<file path="config.mk">
export PLATFORM = sky130hd
export DESIGN_NAME = sctc_queue
export DESIGN_NICKNAME = d
export VERILOG_FILES = /design/src/sctc_queue.sv
export SDC_FILE = /design/constraint.sdc
export NUM_CORES = 1
export LEC_CHECK = 0
export ABC_AREA = 1
export BUFFER_PORTS_ARGS = -buffer_cell sky130_fd_sc_hd__buf_2
export CAP_MARGIN = 20
export CORE_ASPECT_RATIO = 0.8
export CORE_UTILIZATION = 45
export DETAILED_ROUTE_END_ITERATION = 10
export GPL_TIMING_DRIVEN = 0
export PLACE_DENSITY = 0.7
export SLEW_MARGIN = 20
export SYNTH_ARGS = -nofsm -noshare
export SYNTH_HDL_FRONTEND = slang
export SYNTH_SLANG_ARGS = --single-unit
</file>
<file path="constraint.sdc">
create_clock -name clk -period 2.53 [get_ports clk]
set_input_delay 0.1265 -clock clk [delete_from_list [all_inputs] [get_ports clk]]
set_output_delay 0.1265 -clock clk [all_outputs]
set_load 0.03 [all_outputs]
</file>
<file path="src/sctc_queue.sv">
// Two-entry queue between the front end and the tag walker.
module sctc_queue #(
	parameter int W = 8
) (
	input  logic         clk,
	input  logic         arst_n,
	input  logic         push,
	input  logic [W-1:0] wdata,
	input  logic         pop,
	output logic [W-1:0] rdata,
	output logic         full,
	output logic         empty
);

	logic [W-1:0] ent_q [2];
	logic         wp_q;
	logic         rp_q;
	logic [1:0]   cnt_q;

	assign full  = (cnt_q == 2'd2);
	assign empty = (cnt_q == 2'd0);
	assign rdata = ent_q[rp_q];

	always_ff @(posedge clk or negedge arst_n) begin
		if (!arst_n) begin
			wp_q  <= 1'b0;
			rp_q  <= 1'b0;
			cnt_q <= '0;
		end else begin
			if (push) begin
				wp_q <= ~wp_q;
			end
			if (pop) begin
				rp_q <= ~rp_q;
			end
			case ({push, pop})
				2'b10:   cnt_q <= cnt_q + 2'd1;
				2'b01:   cnt_q <= cnt_q - 2'd1;
				default: cnt_q <= cnt_q;
			endcase
		end
	end

	always_ff @(posedge clk) begin
		if (push) begin
			ent_q[wp_q] <= wdata;
		end
	end

endmodule

</file>
==> run_results.csv <==
group,metric,value,unit
run_status,outcome,"completed",
global_routing,grt_antenna_before_repair,0,
clock_network,cts.htree.levels,1,
hold_path,min_path_type,"input port to flop",
clock_network,cts_made_buffers,3,
setup_path,crit_type,"flop to output port",
power_and_ir_drop,powerDensity,1140,nW/um^2
clock_network,cts.hold.buffers_added,1,
detailed_routing,vias_per_cell,4.44,
setup_path,worst-r2r-cell-count,1,
finish,finish.utilization,59.4,%
timing,hold_violations,0,
clock_network,post-cts-setup-buffers,0,
floorplan,core-area,1660,um^2
setup_path,r2r_end,"ent_q[0][0]",
detailed_routing,dr_total_vias,502,
clock_network,ctsResizeCount,0,
setup_path,crit_start,"rp_q",
placed_design,dpl_worst_slack,1210,ps
setup_path,timing.rr.start,"wp_q",
detailed_routing,first_pass_iters,3,
detailed_routing,drtIter0Drc,4,
clock_network,cts_tree,"done",
finish,area_growth,20.1,%
floorplan,fp.dieArea,2000,um^2
setup_path,cp.required,2400,ps
synthesis,ys_warn_count,0,
hold_path,hold_start,"wdata[3]",
timing,rsz0062_at_grt,"false",
clock_network,insertion_delay,290,ps
synthesis,synth-seq-cells,20,
setup_path,startpoint_type,"flop",
synthesis,synth-seq-area-share,70.7,%
synthesis,netlist_area,821,um^2
synthesis,synth_cell_types,14,
clock_network,clkTransAtPathRegs,100,ps
floorplan,dieWidth,49.8,um
timing,tightestPinTransition,650,ps
placed_design,io_buffers,21,
setup_path,r2r_setup_slack,1230,ps
synthesis,yosys.area.top_type,"edfxtp_1",
timing,tns,0,ps
synthesis,synth_area_per_cell,12.4,um^2
hold_path,whs_endpoint,"ent_q[1][3]",
timing,fmax,709,MHz
finish,drive_gt1_share,31.9,%
setup_path,crit_arrival,1280,ps
placed_design,gp_congestion,0.774,
hold_path,min_path_cells,1,
finish,nNetsFinal,106,
synthesis,syn-num-nets,79,
power_and_ir_drop,vdd_drop_max,0.000568,V
power_and_ir_drop,leakagePower,0.462,nW
clock_network,cts_root_buffer,"clkbuf_4",
timing,setup_viol,0,
clock_network,clockBufferDepth,2,
finish,final_cell_mix,"21 x buf_2, 16 x edfxtp_1, 14 x inv_1",
synthesis,synthCells,66,
floorplan,die_h,40.2,um
placed_design,hpwlAfterDp,879,um
finish,layout_commonest_cell,"buf_2",
global_routing,track_usage,12.9,%
synthesis,synth_top_area_share,58.5,%
global_routing,grt_max_degree,11,
job,drv_cap,0,
detailed_routing,wl_per_cell,10.5,um
setup_path,endpoint_kind,"output port",
timing,final_max_slew_viol_count,0,
setup_path,path_max_fanout,10,
global_routing,grt_pass1_vias,413,
timing,finClkSkew,1.13,ps
detailed_routing,post-route-drc-count,0,
floorplan,io_pins,22,
detailed_routing,ant_nets,0,
global_routing,grt_pass1_wl,1.77,mm
timing,finalCritPeriodShare,55.7,%
timing,layout_setup_ws,1120,ps
finish,diodes,0,
clock_network,cts_sinks,20,
synthesis,ys_top_cells_by_area,"edfxtp_1 59%, dfrtp_1 12%, inv_1 6.4%",
timing,min_period,1410,ps
floorplan,start_util,49.5,%
global_routing,grt-ovfl-total,0,
timing,slew_headroom,56.5,%
detailed_routing,wl,1.19,mm
floorplan,rows,13,
-- registers in the layout (all words and copies together) (netlist names) --
| register | cells |
|---|---|
| wp_q | 1 |
| cnt_q | 2 |
| ent_q | 16 |
| rp_q | 1 |
-- power by group --
group,switching (W),internal (W),total (W)
clock network,0.0000848,0.0000553,0.000140
logic,0.000332,0.000161,0.000493
registers,0.0000395,0.000447,0.000486
total,0.000456,0.000663,0.00112
-- worst max-delay path by stage --
| stage | cells past startpoint | end | slack [ps] |
|---|---|---|---|
| floorplan | 2 | rdata[0] | 1220 |
| detailed placement | 1 | ent_q[0][7] | 1210 |
| global route | 5 | rdata[6] | 1070 |
| CTS | 5 | rdata[6] | 1130 |
| global placement | 1 | ent_q[0][4] | 1200 |
| finish | 5 | rdata[6] | 1120 |
-- stage by stage --
stage               instances  hold WS (ps)  total power, W  cell area [um^2]
finish                    113          20.2         0.00112               986
CTS                       113          12.4         0.00113               986
global route              113          8.13         0.00119               986
global placement          109         -62.1        0.000981               953
detailed placement        109         -63.3        0.000993               953
floorplan                  66          -169        0.000861               821
-- layout make-up --
type                       instances  area [um^2]
fill                             145          673
sequential                        20          581
tap                               22         27.5
multi-input combinational         30          161
timing repair buffer              22          115
buffer                             2         26.3
clock buffer                       3         22.5
inverter                          14         52.6
-- worst max-delay path: stages, from the launching register on --
cell	delay (ps)
dfrtp_1	380
buf_6	140
buf_8	130
nand2_1	50
o21ai_0	100
buf_2	190
-- Yosys cell counts --
cell type,count
edfxtp_1,16
inv_1,14
nand2_1,13
o21ai_0,5
dfrtp_1,4
nor2_1,3
o21ai_2,3
xor2_1,2
buf_6,1
buf_8,1
ha_1,1
nand3_1,1
nand4_1,1
xnor2_1,1
-- cells by family after synthesis --
family	count (synthesis)	synth area share (%)
flip-flops	20	70.7
AND/OR/NAND/NOR	18	8.69
buffers and inverters	16	9.60
AO/OA/AOI/OAI	8	6.25
XOR/XNOR	3	3.20
adder cells (fa/ha/maj)	1	1.52
-- metal layers --
metal	track usage (%)	routed length (um)	vias to the layer above
met3	5.68	52	2
met1	16.5	589	221
met2	20.9	538	15
met5	0	0	-
met4	2.14	10	0
li1	-	-	264
(Power assumes the default switching activity.)
