--- src/sctc_pkg.sv ---
// Shared types and constants for the sector cache tag controller.
package sctc_pkg;

	localparam int          SECTOR_W  = 32;
	localparam int          COUNT_W   = 8;
	localparam int          POS_W     = 24;
	localparam int          POS_SHIFT = 16;
	localparam logic [31:0] EMPTY_TAG = 32'hFFFF_FFFF;

	typedef enum logic [1:0] {
		CMD_LOOKUP = 2'd0,
		CMD_FILL   = 2'd1,
		CMD_INVAL  = 2'd2,
		CMD_INIT   = 2'd3
	} cmd_t;

	typedef struct packed {
		cmd_t                cmd;
		logic [SECTOR_W-1:0] first_sector;
		logic [COUNT_W-1:0]  sector_count;
		logic [COUNT_W-1:0]  transfer_fail_index;
		logic                link_ready;
	} item_t;

	typedef struct packed {
		logic                success;
		logic                enabled;
		logic [31:0]         hit_total;
		logic [31:0]         miss_total;
		logic [31:0]         fill_total;
		logic [31:0]         invalidate_total;
		logic [31:0]         sectors_served;
		logic [31:0]         failure_total;
		logic [SECTOR_W-1:0] failed_sector;
		logic [POS_W-1:0]    failed_position;
	} result_t;

	// classified command as handed from the front end to the walker
	typedef struct packed {
		cmd_t                cmd;
		logic [SECTOR_W-1:0] first_sector;
		logic [COUNT_W-1:0]  count;
		logic [COUNT_W-1:0]  fail_idx;
		logic                fail_hit;
		logic                link_ready;
	} job_t;

	typedef struct packed {
		logic                valid;
		logic [SECTOR_W-1:0] tag;
	} tag_entry_t;

endpackage

--- src/sctc_front.sv ---
// Front end: accepts items, saturates the count and works out the base slot.
module sctc_front import sctc_pkg::*; #(
	parameter int SLOTS     = 8192,
	parameter int MAX_RANGE = 128
) (
	input  logic                     clk,
	input  logic                     arst_n,
	input  logic                     start,
	output logic                     busy,
	input  item_t                    item,
	input  logic                     boot_clear,
	input  logic                     q_full,
	output logic                     push,
	output job_t                     job,
	output logic [$clog2(SLOTS)-1:0] slot
);

	localparam int          IW      = $clog2(SLOTS);
	localparam int          SH      = SECTOR_W + IW;
	localparam logic [IW:0] SLOTS_W = (IW+1)'(SLOTS);
	// floor(2^SH / SLOTS): the quotient it gives is never high and at most one low
	localparam logic [32:0] RECIP   = 33'((64'd1 << SH) / 64'(SLOTS));

	typedef enum logic [1:0] {F_IDLE, F_MOD, F_PUSH} fstate_t;

	fstate_t             st_q;
	job_t                job_q;
	logic [SECTOR_W-1:0] sec_q;
	logic [48:0]         plo_q;
	logic [48:0]         phi_q;
	logic [SECTOR_W-1:0] quo_q;
	logic [IW:0]         part_q;
	logic [IW-1:0]       rem_q;
	logic [1:0]          step_q;
	logic [64:0]         prod_sum;
	logic [COUNT_W-1:0]  cnt_eff;
	logic                accept;

	assign busy   = (st_q != F_IDLE) || boot_clear;
	assign accept = start && !busy;
	assign push   = (st_q == F_PUSH) && !q_full;
	assign job    = job_q;
	assign slot   = rem_q;

	// sector * RECIP, put together from two 16-bit halves of the sector
	assign prod_sum = {phi_q, 16'd0} + {16'd0, plo_q};

	always_comb begin
		cnt_eff = item.sector_count;
		if (int'(item.sector_count) > MAX_RANGE) begin
			cnt_eff = COUNT_W'(MAX_RANGE);
		end
	end

	always_ff @(posedge clk or negedge arst_n) begin
		if (!arst_n) begin
			st_q   <= F_IDLE;
			step_q <= '0;
		end else begin
			case (st_q)
				F_IDLE: begin
					if (accept) begin
						st_q   <= F_MOD;
						step_q <= '0;
					end
				end
				F_MOD: begin
					step_q <= step_q + 2'd1;
					if (step_q == 2'd3) begin
						st_q <= F_PUSH;
					end
				end
				F_PUSH: begin
					if (!q_full) begin
						st_q <= F_IDLE;
					end
				end
				default: st_q <= F_IDLE;
			endcase
		end
	end

	// remainder by reciprocal: partial products, quotient, raw remainder, correction
	always_ff @(posedge clk) begin
		if (accept) begin
			job_q.cmd          <= item.cmd;
			job_q.first_sector <= item.first_sector;
			job_q.count        <= cnt_eff;
			job_q.fail_idx     <= item.transfer_fail_index;
			job_q.fail_hit     <= item.transfer_fail_index < cnt_eff;
			job_q.link_ready   <= item.link_ready;
			sec_q              <= item.first_sector;
		end else if (st_q == F_MOD) begin
			case (step_q)
				2'd0: begin
					plo_q <= 49'(sec_q[15:0]) * 49'(RECIP);
					phi_q <= 49'(sec_q[31:16]) * 49'(RECIP);
				end
				2'd1: begin
					quo_q <= SECTOR_W'(prod_sum >> SH);
				end
				2'd2: begin
					// true remainder is below 2 * SLOTS, so the low bits suffice
					part_q <= sec_q[IW:0] - quo_q[IW:0] * SLOTS_W;
				end
				default: begin
					rem_q <= (part_q >= SLOTS_W) ? IW'(part_q - SLOTS_W) : IW'(part_q);
				end
			endcase
		end
	end

endmodule

--- config.mk ---
export PLATFORM = sky130hd
export DESIGN_NAME = sctc_front
export DESIGN_NICKNAME = d
export VERILOG_FILES = /design/src/sctc_pkg.sv /design/src/sctc_front.sv
export SDC_FILE = /design/constraint.sdc
export NUM_CORES = 1
export LEC_CHECK = 0
export ABC_CLOCK_PERIOD_IN_PS = 10100
export BUFFER_PORTS_ARGS = -buffer_cell sky130_fd_sc_hd__buf_2
export CAP_MARGIN = 10
export CORE_MARGIN = 4
export CORE_UTILIZATION = 40
export DETAILED_ROUTE_END_ITERATION = 10
export GPL_ROUTABILITY_DRIVEN = 0
export HOLD_SLACK_MARGIN = 0.15
export PLACE_DENSITY = 0.69
export SYNTH_ARGS = -nofsm -noshare
export SYNTH_HDL_FRONTEND = slang
export SYNTH_SLANG_ARGS = --single-unit
--- constraint.sdc ---
create_clock -name clk -period 10.1 [get_ports clk]
set_input_delay 2.02 -clock clk [delete_from_list [all_inputs] [get_ports clk]]
set_output_delay 2.02 -clock clk [all_outputs]
set_load 0.03 [all_outputs]
==> flow_metrics.py <==
metrics = {
    "run_status": {
        "status": "finished clean",
    },
    "clock_network": {
        "ctsHoldBuffers": 0,
        "cts_resized": 0,
        "clock-sinks": 82,
        "clock-root-buffer": "clkbuf_8",
        "clkLatencyLatePin_ns": 0.34,
        "post-cts-setup-buffers": 0,
        "cts_tree": "built",
        "htreeDepth": 3,
        "clock_path_buffers": 2,
        "cts_buffers": 9,
        "cts.clk_slew.worst_paths_ns": 0.08,
    },
    "global_route": {
        "grt_use_total_pct": 13.7,
        "grt_pass1_vias": 1680,
        "grt_pass1_wl_um": 8560,
        "gr-total-overflow": 0,
        "grt_max_degree": 53,
        "antenna_found_initial": 0,
    },
    "logic_synthesis": {
        "synth_nets": 198,
        "synthesis.area_per_instance_um2": 21.0,
        "synthTopCellsByArea": "edfxtp_1 (84%), ha_1 (4.0%), dfrtp_1 (3.6%), inv_1 (1.5%), nand2_1 (0.81%)",
        "syn_inst": 133,
        "synth-edff-count": 78,
        "synth_top_cell_by_area": "edfxtp_1",
        "synth.top_cell.area_share_pct": 83.8,
        "synth_top_flop_cell": "edfxtp_1",
        "ys_seq_area_share_pct": 87.3,
        "async_flop_share_pct": 4.88,
        "synthMuxAreaShare_pct": 0.761,
        "yosysMostFrequentCell": "edfxtp_1",
        "synthesis.area_mm2": 0.00280,
        "synth-simple-area-share_pct": 4.03,
        "yosysWarnings": 0,
        "synth_fa_ha_area_share_pct": 4.03,
        "synth-xor-area-share_pct": 0,
        "synth_seq_cells": 82,
        "netlist_top_cells_count": "edfxtp_1 (78), inv_1 (11), ha_1 (9)",
        "synth_top_family_by_area": "simple AND/OR/NAND/NOR gates",
        "synthDistinctLibCells": 25,
        "synth-compound-area-share_pct": 2.24,
    },
    "route": {
        "routed_via_density": 4.40,
        "remaining_drc_errors": 0,
        "drt-pass1-iter-count": 3,
        "wirelength_um": 5570,
        "wire_per_inst_um": 15.2,
        "vias": 1615,
        "antenna_left": 0,
        "drt-initial-drc-count": 38,
    },
    "worst_setup_path": {
        "critPathKind": "in2out",
        "crit_required_ns": 8.08,
        "critPathMaxFanout": 2,
        "arrival_ns": 2.67,
        "cp-start-kind": "input pin",
        "critPathCaptureType": "output port",
    },
    "timing": {
        "finalHoldViolCount": 0,
        "period_share_pct": 46.5,
        "slew_violations": 0,
        "tightest_slew_ns": 0.658,
        "tns_ns": 0,
        "max_freq_mhz": 213,
        "setup_ws_ns": 5.41,
        "clock_skew_ns": 0.0101,
        "finalSetupViolCount": 0,
        "rsz0062_at_grt": "false",
        "timing.slew.headroom_pct": 56.1,
        "layout_min_cycle_time_ns": 4.69,
    },
    "floorplanning": {
        "num_rows": 30,
        "io_pins": 123,
        "dieArea_mm2": 0.00839,
        "start_util_pct": 41.2,
        "coreArea_mm2": 0.00679,
        "die_x_um": 91.6,
        "die_y_um": 91.6,
    },
    "cells_and_area": {
        "areaGrowthSynthToFinish_pct": 33.2,
        "layout-drive-gt1-share_pct": 52.8,
        "n_antenna_cell": 0,
        "fin_util_pct": 54.8,
        "num-nets-final": 331,
    },
    "power_and_ir_drop": {
        "p_leak_nw": 1.55,
        "power.density_mw_per_mm2": 228,
        "vdd_drop_max_uv": 102,
        "finalPower_w": 0.000850,
    },
    "placed_design": {
        "io_buffers": 122,
        "hpwlAfterDp_um": 4270,
        "pre_cts_ws_ns": 5.40,
    },
    "job": {
        "cap_violations": 0,
    },
    "worst_hold_path": {
        "hp-class": "reg2reg",
    },
}
[where the power goes]
group          total (W)  switching [W]  internal [W]
Sequential      0.000458      0.0000189      0.000439
Combinational   0.000171       0.000123     0.0000486
Clock           0.000221       0.000108      0.000114
Total           0.000850       0.000249      0.000601
[flip-flops by register name, indices dropped and copies added, names as in the netlist]
register / count
slot: 13
sec_q: 32
step_q: 2
part_q: 13
st_q: 2
job: 20
[layer usage]
| metal | vias to the layer above | wire, um | GRT usage [%] |
|---|---|---|---|
| met5 | - | 0 | 0 |
| met4 | 0 | 82 | 6.03 |
| met3 | 8 | 642 | 8.04 |
| met2 | 79 | 2810 | 22.9 |
| met1 | 760 | 2030 | 13.6 |
| li1 | 768 | - | - |
[critical path, stage by stage]
cell and delay [ns]:
buf_2 0.10, or3_1 0.36, buf_2 0.20
[layout by cell type, fill, tap and decap left out, drive strengths merged, types with 3 or more instances in the layout]
cell,count
inv,11
a21oi,3
ha,9
dfrtp,4
nand2,6
edfxtp,78
clkbuf,11
buf,123
[kinds of logic after synthesis]
logic type | count (synthesis)
multiplexers | 2
adder cells (fa/ha/maj) | 9
buffers and inverters | 12
flip-flops | 82
AND/OR/NAND/NOR | 19
AO/OA/AOI/OAI | 9
[per-stage QoR]
step | hold slack [ns] | instance area [um2] | cells
6_report | 0.420 | 3720 | 367
5_1_grt | 0.427 | 3720 | 367
4_1_cts | 0.419 | 3720 | 367
3_5_place_dp | 0.405 | 3540 | 351
3_3_place_gp | 0.401 | 3540 | 351
2_1_floorplan | 0.400 | 2800 | 133
[final cells by class]
cell class / count / area [um2]
Inverter: 11 / 41.3
Sequential cell: 82 / 2440
Clock buffer: 11 / 131
Tap cell: 96 / 120
Multi-Input combinational cell: 39 / 317
Fill cell: 558 / 3070
Timing Repair Buffer: 123 / 618
Clock inverter: 5 / 55.1
[final timing paths]
| kind | from | to | slack (ns) | depth (start not counted) |
|---|---|---|---|---|
| max | boot_clear | busy | 5.41 | 3 |
| min reg2reg | part_q[1]$_DFFE_PP_ | slot[1]$_DFFE_PP_ | 0.42 | 0 |
| max in group asynchronous | arst_n | step_q[0]$_DFFE_PN0P_ | 8.51 | 1 |
| min | part_q[1]$_DFFE_PP_ | slot[1]$_DFFE_PP_ | 0.42 | 0 |
| min in group asynchronous | arst_n | st_q[1]$_DFFE_PN0P_ | 1.47 | 1 |
| max reg2reg | st_q[1]$_DFFE_PN0P_ | sec_q[18]$_DFFE_PP_ | 8.22 | 3 |
Power figures use the tool's default switching activity.
